File: config.mk
export PLATFORM = sky130hd
export DESIGN_NAME = seven_segment_time_display_writer_flat
export DESIGN_NICKNAME = d
export VERILOG_FILES = /design/src/rtl/sstdw_pkg.sv /design/src/rtl/sstdw_if.sv /design/src/rtl/sstdw_time_pipe.sv /design/src/rtl/sstdw_burst_fmt.sv /design/src/rtl/sstdw_write_seq.sv /design/src/rtl/seven_segment_time_display_writer.sv /design/src/flat_wrapper.sv
export SDC_FILE = /design/constraint.sdc
export NUM_CORES = 1
export LEC_CHECK = 0
export BUFFER_PORTS_ARGS = -buffer_cell sky130_fd_sc_hd__buf_4
export CAP_MARGIN = 15
export CORE_ASPECT_RATIO = 0.9
export CORE_MARGIN = 5
export CORE_UTILIZATION = 39
export DETAILED_ROUTE_END_ITERATION = 10
export PLACE_DENSITY_LB_ADDON = 0.3
export SLEW_MARGIN = 10
export SYNTH_ARGS = -nofsm -noshare
export SYNTH_HDL_FRONTEND = slang
export SYNTH_SLANG_ARGS = --single-unit
export TNS_END_PERCENT = 20
File: constraint.sdc
create_clock -name clk -period 6.97 [get_ports clk]
set_input_delay 0.3485 -clock clk [delete_from_list [all_inputs] [get_ports clk]]
set_output_delay 0.3485 -clock clk [all_outputs]
set_load 0.02 [all_outputs]
File: src/rtl/sstdw_pkg.sv
// ----------------------------------------------------------------------------
// sstdw_pkg - shared types and constants of the seven-segment display writer
// Request kinds, bus constants, segment decode and inter-stage structs.
// ----------------------------------------------------------------------------
`default_nettype none

package sstdw_pkg;

	// request kinds
	localparam logic [1:0] KIND_POWER = 2'd0;
	localparam logic [1:0] KIND_HEX   = 2'd1;
	localparam logic [1:0] KIND_TIME  = 2'd2;
	localparam logic [1:0] KIND_NONE  = 2'd3;

	// bus constants
	localparam logic [7:0] CMD_BYTE        = 8'h48;
	localparam logic [7:0] POINT_BIT       = 8'h80;
	localparam logic [7:0] DIGIT_ADDR_BASE = 8'h68;

	localparam int DIGITS = 4;
	localparam int IDX_W  = 2;

	// time arithmetic
	localparam int SECS_W = 19;
	localparam int HR_W   = 7;
	localparam int MN_W   = 6;
	localparam int REM_W  = 12;
	localparam int TWO_W  = 7;   // two-digit value, 0..99

	localparam logic [SECS_W-1:0] SECS_MAX = 19'd359999;

	// floor(t/3600) = (t * 596524) >> 31, exact for t <= 359999
	localparam logic [19:0] RECIP_HR  = 20'd596524;
	localparam int          HR_SHIFT  = 31;
	// floor(r/60) = (r * 2185) >> 17, exact for r < 3600
	localparam logic [11:0] RECIP_MIN = 12'd2185;
	localparam int          MIN_SHIFT = 17;
	// floor(x/10) = (x * 205) >> 11, exact for x < 1029
	localparam logic [7:0]  RECIP_TEN = 8'd205;
	localparam int          TEN_SHIFT = 11;

	// fields common to every request, carried through the time stages
	typedef struct packed {
		logic [1:0]             kind;
		logic [DIGITS-1:0][3:0] digit;     // digit[0] is leftmost
		logic                   point;
		logic [3:0]             power;
		logic [3:0]             bright;
	} pass_t;

	// input of the formatter
	typedef struct packed {
		pass_t            pass;
		logic [TWO_W-1:0] hi;
		logic [TWO_W-1:0] lo;
	} fmt_in_t;

	// up to four words of one request
	typedef struct packed {
		logic                   cmd;       // single command word
		logic [IDX_W-1:0]       last_idx;
		logic [DIGITS-1:0][7:0] data;
	} burst_t;

	function automatic logic [7:0] seg_pattern(input logic [3:0] hex);
		logic [7:0] pat;
		case (hex)
			4'h0: pat = 8'h3f;
			4'h1: pat = 8'h06;
			4'h2: pat = 8'h5b;
			4'h3: pat = 8'h4f;
			4'h4: pat = 8'h66;
			4'h5: pat = 8'h6d;
			4'h6: pat = 8'h7d;
			4'h7: pat = 8'h07;
			4'h8: pat = 8'h7f;
			4'h9: pat = 8'h6f;
			4'ha: pat = 8'h77;
			4'hb: pat = 8'h7c;
			4'hc: pat = 8'h39;
			4'hd: pat = 8'h5e;
			4'he: pat = 8'h79;
			default: pat = 8'h71;
		endcase
		return pat;
	endfunction

	function automatic logic [7:0] digit_addr(input logic [IDX_W-1:0] idx);
		return DIGIT_ADDR_BASE + {5'b0, idx, 1'b0};
	endfunction

endpackage

`default_nettype wire

File: src/rtl/sstdw_if.sv
// ----------------------------------------------------------------------------
// sstdw_if - request and bus-write channels
// Valid/ready channels; a word moves when valid and ready are both high.
// ----------------------------------------------------------------------------
`default_nettype none

interface sstdw_req_if;
	logic        valid;
	logic        ready;
	logic [1:0]  req_type;
	logic [3:0]  digit0;
	logic [3:0]  digit1;
	logic [3:0]  digit2;
	logic [3:0]  digit3;
	logic        point_on;
	logic [18:0] seconds;
	logic [3:0]  power_bits;
	logic [3:0]  brightness_level;

	modport source (
		output valid, req_type, digit0, digit1, digit2, digit3, point_on,
		       seconds, power_bits, brightness_level,
		input  ready
	);
	modport sink (
		input  valid, req_type, digit0, digit1, digit2, digit3, point_on,
		       seconds, power_bits, brightness_level,
		output ready
	);
endinterface

interface sstdw_wr_if;
	logic       valid;
	logic       ready;
	logic [7:0] target_byte;
	logic [7:0] payload_byte;
	logic       last_write;

	modport source (
		output valid, target_byte, payload_byte, last_write,
		input  ready
	);
	modport sink (
		input  valid, target_byte, payload_byte, last_write,
		output ready
	);
endinterface

`default_nettype wire

File: src/rtl/sstdw_time_pipe.sv
// ----------------------------------------------------------------------------
// sstdw_time_pipe - request register and seconds-to-digits pipeline
// s1 registers the request, s2 hours, s3 minutes, s4 display pair.
// ----------------------------------------------------------------------------
`default_nettype none

module sstdw_time_pipe (
	input  logic               clk,
	input  logic               arst_n,
	sstdw_req_if.sink          req,
	output logic               out_valid,
	input  logic               out_ready,
	output sstdw_pkg::fmt_in_t out_data
);
	import sstdw_pkg::*;

	logic en1, en2, en3, en4;

	logic              valid_s1, valid_s2, valid_s3, valid_s4;
	pass_t             pass_s1, pass_s2, pass_s3, pass_s4;
	logic [SECS_W-1:0] secs_s1;
	logic [SECS_W-1:0] t_s2;
	logic [HR_W-1:0]   hr_s2, hr_s3;
	logic [REM_W-1:0]  rem_s3;
	logic [MN_W-1:0]   mn_s3;
	logic [TWO_W-1:0]  hi_s4, lo_s4;

	logic [SECS_W-1:0] t_clamp;
	logic [38:0]       hr_prod;
	logic [SECS_W-1:0] hr_x3600;
	logic [SECS_W-1:0] rem_full;
	logic [23:0]       mn_prod;
	logic [REM_W-1:0]  mn_x60;
	logic [REM_W-1:0]  sc_full;
	logic              hour_mode;

	// a stage loads when it is empty or its word moves on
	assign en4 = !valid_s4 || out_ready;
	assign en3 = !valid_s3 || en4;
	assign en2 = !valid_s2 || en3;
	assign en1 = !valid_s1 || en2;
	assign req.ready = en1;

	// s2: clamp and hours
	assign t_clamp = (secs_s1 > SECS_MAX) ? SECS_MAX : secs_s1;
	assign hr_prod = 39'(t_clamp) * 39'(RECIP_HR);

	// s3: remainder within the hour, minutes
	assign hr_x3600 = (SECS_W'(hr_s2) << 12) - (SECS_W'(hr_s2) << 9)
	                + (SECS_W'(hr_s2) << 4);
	assign rem_full = t_s2 - hr_x3600;
	assign mn_prod  = 24'(rem_full[REM_W-1:0]) * 24'(RECIP_MIN);

	// s4: seconds, then mm:ss or hh:mm
	assign mn_x60    = (REM_W'(mn_s3) << 6) - (REM_W'(mn_s3) << 2);
	assign sc_full   = rem_s3 - mn_x60;
	assign hour_mode = (hr_s3 != '0);

	always_ff @(posedge clk or negedge arst_n) begin
		if (!arst_n) begin
			valid_s1 <= 1'b0;
			valid_s2 <= 1'b0;
			valid_s3 <= 1'b0;
			valid_s4 <= 1'b0;
		end else begin
			// the unused kind makes no words and is dropped here
			if (en1) valid_s1 <= req.valid && (req.req_type != KIND_NONE);
			if (en2) valid_s2 <= valid_s1;
			if (en3) valid_s3 <= valid_s2;
			if (en4) valid_s4 <= valid_s3;
		end
	end

	always_ff @(posedge clk) begin
		if (en1) begin
			pass_s1.kind     <= req.req_type;
			pass_s1.digit[0] <= req.digit0;
			pass_s1.digit[1] <= req.digit1;
			pass_s1.digit[2] <= req.digit2;
			pass_s1.digit[3] <= req.digit3;
			pass_s1.point    <= req.point_on;
			pass_s1.power    <= req.power_bits;
			pass_s1.bright   <= req.brightness_level;
			secs_s1          <= req.seconds;
		end
		if (en2) begin
			pass_s2 <= pass_s1;
			t_s2    <= t_clamp;
			hr_s2   <= hr_prod[HR_SHIFT +: HR_W];
		end
		if (en3) begin
			pass_s3 <= pass_s2;
			hr_s3   <= hr_s2;
			rem_s3  <= rem_full[REM_W-1:0];
			mn_s3   <= mn_prod[MIN_SHIFT +: MN_W];
		end
		if (en4) begin
			pass_s4 <= pass_s3;
			hi_s4   <= hour_mode ? hr_s3 : TWO_W'(mn_s3);
			lo_s4   <= hour_mode ? TWO_W'(mn_s3) : TWO_W'(sc_full[MN_W-1:0]);
		end
	end

	assign out_valid     = valid_s4;
	assign out_data.pass = pass_s4;
	assign out_data.hi   = hi_s4;
	assign out_data.lo   = lo_s4;

endmodule

`default_nettype wire

File: src/rtl/sstdw_burst_fmt.sv
// ----------------------------------------------------------------------------
// sstdw_burst_fmt - builds the words of one request
// Decimal split of the time pair, segment decode, command data.
// ----------------------------------------------------------------------------
`default_nettype none

module sstdw_burst_fmt (
	input  sstdw_pkg::fmt_in_t fmt_in,
	output sstdw_pkg::burst_t  burst
);
	import sstdw_pkg::*;

	function automatic logic [3:0] tens_of(input logic [TWO_W-1:0] x);
		logic [14:0] p;
		p = 15'(x) * 15'(RECIP_TEN);
		return p[TEN_SHIFT +: 4];
	endfunction

	function automatic logic [3:0] units_of(input logic [TWO_W-1:0] x);
		logic [3:0]       t;
		logic [TWO_W-1:0] u;
		t = tens_of(x);
		u = x - ((TWO_W'(t) << 3) + (TWO_W'(t) << 1));
		return u[3:0];
	endfunction

	logic [DIGITS-1:0][3:0] time_digit;

	assign time_digit[0] = tens_of(fmt_in.hi);
	assign time_digit[1] = units_of(fmt_in.hi);
	assign time_digit[2] = tens_of(fmt_in.lo);
	assign time_digit[3] = units_of(fmt_in.lo);

	always_comb begin
		burst = '0;
		unique case (fmt_in.pass.kind)
			KIND_POWER: begin
				burst.cmd      = 1'b1;
				burst.last_idx = '0;
				burst.data[0]  = {fmt_in.pass.bright, fmt_in.pass.power};
			end
			KIND_HEX: begin
				burst.last_idx = IDX_W'(DIGITS - 1);
				for (int k = 0; k < DIGITS; k++) begin
					burst.data[k] = seg_pattern(fmt_in.pass.digit[k])
					              | (fmt_in.pass.point ? POINT_BIT : 8'h00);
				end
			end
			KIND_TIME: begin
				burst.last_idx = IDX_W'(DIGITS - 1);
				for (int k = 0; k < DIGITS; k++) begin
					burst.data[k] = seg_pattern(time_digit[k]) | POINT_BIT;
				end
			end
			default: begin
				burst = '0;
			end
		endcase
	end

endmodule

`default_nettype wire

File: src/rtl/sstdw_write_seq.sv
// ----------------------------------------------------------------------------
// sstdw_write_seq - output register and word sequencer
// Holds one request's words and hands them out one per cycle while wr.ready is high.
// ----------------------------------------------------------------------------
`default_nettype none

module sstdw_write_seq (
	input  logic              clk,
	input  logic              arst_n,
	input  logic              in_valid,
	output logic              in_ready,
	input  sstdw_pkg::burst_t in_burst,
	sstdw_wr_if.source        wr
);
	import sstdw_pkg::*;

	logic             busy_q;
	logic [IDX_W-1:0] idx_q;
	burst_t           burst_q;
	logic             take;
	logic             at_last;

	assign at_last  = (idx_q == burst_q.last_idx);
	assign take     = busy_q && wr.ready;
	// next burst loads as the last word leaves
	assign in_ready = !busy_q || (wr.ready && at_last);

	always_ff @(posedge clk or negedge arst_n) begin
		if (!arst_n) begin
			busy_q <= 1'b0;
			idx_q  <= '0;
		end else if (in_valid && in_ready) begin
			busy_q <= 1'b1;
			idx_q  <= '0;
		end else if (take) begin
			if (at_last) begin
				busy_q <= 1'b0;
			end else begin
				idx_q <= idx_q + 1'b1;
			end
		end
	end

	always_ff @(posedge clk) begin
		if (in_valid && in_ready) burst_q <= in_burst;
	end

	assign wr.valid        = busy_q;
	assign wr.target_byte  = burst_q.cmd ? CMD_BYTE : digit_addr(idx_q);
	assign wr.payload_byte = burst_q.data[idx_q];
	assign wr.last_write   = at_last;

endmodule

`default_nettype wire

File: src/rtl/seven_segment_time_display_writer.sv
// The first bus word is offered from the output register once the request has
// passed s1 to s4, and it leaves when wr.ready is high.
// Throughput: one word per cycle while wr.ready is high, from the single output
// word register; a command request is one word, a hex or time request four.
// A new request is taken while the previous one's words are still leaving.
// Reset (arst_n, asynchronous, active low) empties every stage and the
// output register; no words are pending after reset.
// ----------------------------------------------------------------------------
// seven_segment_time_display_writer - display request to bus word converter
// Turns power/brightness, hex-digit and time requests into the two-byte
// writes of a four-digit seven-segment driver.
// ----------------------------------------------------------------------------
`default_nettype none

module seven_segment_time_display_writer (
	input  logic       clk,
	input  logic       arst_n,
	sstdw_req_if.sink  req,
	sstdw_wr_if.source wr
);
	import sstdw_pkg::*;

	// s4 result of the time pipeline, and the formatted words
	logic    fmt_valid;
	logic    fmt_ready;
	fmt_in_t fmt_in;
	burst_t  burst;

	// s1..s4: request register, hours, minutes, display pair.
	// Hex and command requests ride along unchanged.
	sstdw_time_pipe u_time_pipe (
		.clk       (clk),
		.arst_n    (arst_n),
		.req       (req),
		.out_valid (fmt_valid),
		.out_ready (fmt_ready),
		.out_data  (fmt_in)
	);

	// decimal split, segment decode and command data, between s4 and the
	// output register
	sstdw_burst_fmt u_burst_fmt (
		.fmt_in (fmt_in),
		.burst  (burst)
	);

	// output register: one word per cycle while wr.ready is high, last word flagged
	sstdw_write_seq u_write_seq (
		.clk      (clk),
		.arst_n   (arst_n),
		.in_valid (fmt_valid),
		.in_ready (fmt_ready),
		.in_burst (burst),
		.wr       (wr)
	);

endmodule

`default_nettype wire

File: src/flat_wrapper.sv
// flat-port wrapper written by rule: the top's interface ports become plain ports
module seven_segment_time_display_writer_flat import sstdw_pkg::*;
  (clk, arst_n, req_valid, req_req_type, req_digit0, req_digit1, req_digit2, req_digit3, req_point_on, req_seconds, req_power_bits, req_brightness_level, req_ready, wr_valid, wr_target_byte, wr_payload_byte, wr_last_write, wr_ready);
  sstdw_req_if req_i ();
  sstdw_wr_if wr_i ();
  input  logic clk;
  input  logic arst_n;
  input wire logic [$bits(req_i.valid)-1:0] req_valid;
  input wire logic [$bits(req_i.req_type)-1:0] req_req_type;
  input wire logic [$bits(req_i.digit0)-1:0] req_digit0;
  input wire logic [$bits(req_i.digit1)-1:0] req_digit1;
  input wire logic [$bits(req_i.digit2)-1:0] req_digit2;
  input wire logic [$bits(req_i.digit3)-1:0] req_digit3;
  input wire logic [$bits(req_i.point_on)-1:0] req_point_on;
  input wire logic [$bits(req_i.seconds)-1:0] req_seconds;
  input wire logic [$bits(req_i.power_bits)-1:0] req_power_bits;
  input wire logic [$bits(req_i.brightness_level)-1:0] req_brightness_level;
  output wire logic [$bits(req_i.ready)-1:0] req_ready;
  output wire logic [$bits(wr_i.valid)-1:0] wr_valid;
  output wire logic [$bits(wr_i.target_byte)-1:0] wr_target_byte;
  output wire logic [$bits(wr_i.payload_byte)-1:0] wr_payload_byte;
  output wire logic [$bits(wr_i.last_write)-1:0] wr_last_write;
  input wire logic [$bits(wr_i.ready)-1:0] wr_ready;
  assign req_i.valid = req_valid;
  assign req_i.req_type = req_req_type;
  assign req_i.digit0 = req_digit0;
  assign req_i.digit1 = req_digit1;
  assign req_i.digit2 = req_digit2;
  assign req_i.digit3 = req_digit3;
  assign req_i.point_on = req_point_on;
  assign req_i.seconds = req_seconds;
  assign req_i.power_bits = req_power_bits;
  assign req_i.brightness_level = req_brightness_level;
  assign req_ready = req_i.ready;
  assign wr_valid = wr_i.valid;
  assign wr_target_byte = wr_i.target_byte;
  assign wr_payload_byte = wr_i.payload_byte;
  assign wr_last_write = wr_i.last_write;
  assign wr_i.ready = wr_ready;
  seven_segment_time_display_writer u_core (.clk(clk), .arst_n(arst_n), .req(req_i), .wr(wr_i));
endmodule
==> results.json <==
{
  "slowest_stage": "fa_1",
  "ys.flop_type": "edfxtp_1",
  "die_h_um": 217,
  "tritoncts": "yes",
  "synth.ff_latch_count": 245,
  "synth_area_um2": 18600,
  "vias": 11666,
  "worstSetupPathType": "reg2reg",
  "fin_crit_sh_pct": 95.1,
  "hold_path_class": "in2reg",
  "nets": 2231,
  "yosysUniqueCellTypes": 70,
  "synth-edff-count": 210,
  "wl_um": 39000,
  "first_iter_violations": 681,
  "cap_violations": 0,
  "grt_start_max_net_pins": 49,
  "final_layout_size_suffix_gt1_share_pct": 10.7,
  "cts.sink_count": 245,
  "core-area_um2": 47500,
  "netlist.area_leader.share_pct": 33.9,
  "gr-total-overflow": 0,
  "timing.rr.end": "u_core.u_time_pipe.hr_s2[6]$_DFFE_PP_",
  "antenna_found_initial": 0,
  "arrival_ps": 6930,
  "die_w_um": 240,
  "finalClockSkew_ps": 14.6,
  "drc": 0,
  "crit_fanout": 6,
  "dp_hpwl_um": 30800,
  "routed_via_density": 4.92,
  "grt_pass1_wl_um": 63800,
  "clock.fmax_mhz": 151,
  "rows": 76,
  "yosysWarnings": 0,
  "start_util_pct": 39.1,
  "cpLargestDelayFamily": "adder cells",
  "final_max_slew_viol_count": 0,
  "synth_area_leaders": "edfxtp_1, ha_1, fa_1",
  "finalHoldViolations": 0,
  "status": "complete, no violations",
  "synth_area_per_cell_um2": 11.7,
  "r2r_cells": 25,
  "timing.rr.start": "u_core.u_time_pipe.secs_s1[3]$_DFFE_PP_",
  "cts-htree-levels": 1,
  "cts_buffer_depth": 3,
  "routabilityCongestion": 0.881,
  "fin_util_pct": 45.0,
  "wl_per_cell_um": 16.5,
  "worst_ep_required_time_ps": 7270,
  "pin_count": 69,
  "drt_first_pass_iters": 5,
  "cp.buffers_inverters": 3,
  "n_antenna_cell": 0,
  "synth_area_leader_cell": "edfxtp_1",
  "grt_pass1_vias": 12128,
  "syn_inst": 1590,
  "r2r_slack_ps": 340,
  "crit_path_end": "u_core.u_time_pipe.hr_s2[6]$_DFFE_PP_",
  "track_usage_pct": 15.2,
  "maxSlewHeadroom_pct": 31.5,
  "area_growth_pct": 15.0,
  "crit_top_cell": "ha_1",
  "path_depth": 25,
  "setup_viol": 0,
  "slowest_delay_ps": 510,
  "crit_path_end_kind": "register",
  "tightest_slew_ps": 999,
  "cts_root_buffer": "clkbuf_16",
  "clk_pin_slew_ps": 70,
  "numPortBuffers": 63,
  "async_flop_share_pct": 2.86,
  "cts_buffers": 28,
  "insertion_delay_ps": 550,
  "cp-start-kind": "register",
  "ys_seq_area_share_pct": 37.9,
  "startpoint": "u_core.u_time_pipe.secs_s1[3]$_DFFE_PP_",
  "die_area_um2": 52200,
  "fin_crit_ps": 6630,
  "drtAntennaViolNets": 0
}
-- cell usage after synthesis (3+ instances only) --
| cell type | number |
|---|---|
| ha_1 | 351 |
| inv_1 | 295 |
| edfxtp_1 | 210 |
| fa_1 | 106 |
| a21oi_1 | 81 |
| nand2_1 | 57 |
| nor2_1 | 51 |
| o21ai_0 | 35 |
| xnor2_1 | 32 |
| dfxtp_1 | 28 |
| mux2i_1 | 26 |
| nand2b_1 | 24 |
| nor3_1 | 20 |
| nand3_1 | 18 |
| nor2b_1 | 18 |
| a21o_1 | 17 |
| and2_1 | 17 |
| xor2_1 | 16 |
| clkbuf_1 | 15 |
| a22oi_1 | 13 |
| o21a_1 | 13 |
| mux4_2 | 12 |
| mux2_2 | 11 |
| o21bai_1 | 8 |
| buf_4 | 7 |
| dfrtp_1 | 7 |
| nand4_1 | 7 |
| a31oi_1 | 6 |
| a21boi_0 | 5 |
| o211ai_1 | 5 |
| xnor2_2 | 5 |
| a32o_1 | 4 |
| and3_1 | 4 |
| buf_2 | 4 |
| o32a_1 | 4 |
| or2_2 | 4 |
| or3_1 | 4 |
| a221oi_1 | 3 |
| a22o_1 | 3 |
| a32oi_1 | 3 |
| buf_1 | 3 |
-- worst min-delay path: cells and delay by family --
family | cells | cell delay, ps
and+or+nand+nor | 2 | 110
buffers and inverters | 1 | 80
-- final cells by class --
type / count / area [um2]
well taps: 624 / 781
fillers: 4405 / 26200
clock buffers: 36 / 802
multi-input cells: 1023 / 10400
repair buffers: 130 / 1090
clock inverters: 16 / 185
flip-flops and latches: 245 / 7040
inverters: 296 / 1110
-- repair_timing --
action	CTS	global route
endpoints found under the setup margin	0	6
hold buffers	46	0
buffers inserted	0	2
hold endpoints to repair	52	0
resized for setup	0	11
-- worst min path at each step --
| stage | from | to | slack (ps) | cells past startpoint |
|---|---|---|---|---|
| 6_report | req_valid | u_core.u_time_pipe.valid_s1$_DFFE_PN0P_ | 30 | 3 |
| 5_1_grt | req_seconds[1] | u_core.u_time_pipe.secs_s1[1]$_DFFE_PP_ | 20 | 1 |
| 4_1_cts | req_valid | u_core.u_time_pipe.valid_s1$_DFFE_PN0P_ | 2 | 3 |
| 3_5_place_dp | arst_n | u_core.u_write_seq.idx_q[0]$_DFFE_PN0P_ | 170 | 1 |
| 3_3_place_gp | arst_n | u_core.u_write_seq.idx_q[0]$_DFFE_PN0P_ | 170 | 1 |
| 2_1_floorplan | arst_n | u_core.u_time_pipe.out_valid$_DFFE_PN0N_ | 50 | 0 |
-- routing by layer --
metal | vias up | GRT usage, % | share of wire [%]
met5 | - | 0 | 0
met4 | 0 | 2.91 | 1.7
met3 | 46 | 2.13 | 3.3
met2 | 162 | 24.9 | 46
met1 | 5708 | 21.8 | 49
li1 | 5750 | - | -
-- layout by cell type (no fill, tap or decap), types with 34 or more instances in the layout --
cell type / synthesis / final
dlygate4sd3_1: 0 / 46
buf_4: 7 / 83
fa_1: 106 / 106
inv_1: 295 / 295
nand2_1: 57 / 56
edfxtp_1: 210 / 210
a21oi_1: 81 / 80
ha_1: 351 / 351
o21ai_0: 35 / 34
nor2_1: 51 / 51
-- kinds of logic (layout without fill, tap and decap cells) --
family	Yosys count	after routing	share of synthesized area, %
buffers and inverters	325	478	6.73
AO/OA/AOI/OAI	222	222	7.71
XOR/XNOR	53	53	2.70
flip-flops	245	245	37.9
adder cells (fa/ha/maj)	457	457	35.0
multiplexers	49	49	3.52
AND/OR/NAND/NOR	237	237	6.44
other	2	5	0.0404
-- metrics by stage --
step | setup TNS, ps | hold slack [ps] | cells | setup slack (ps) | area [um2]
CTS | 0 | 1.56 | 2367 | 20.8 | 21300
detailed placement | 0 | 169 | 2269 | 86.0 | 19900
floorplan | 0 | 52.9 | 1593 | 297 | 18600
global route | -19.6 | 19.3 | 2370 | -19.6 | 21400
finish | 0 | 27.6 | 2370 | 343 | 21400
global placement | 0 | 169 | 2269 | 184 | 19900
Power is left out: the tool's default activity adds up to more than one toggle a clock period on the data nets, which glitch-free logic cannot reach.
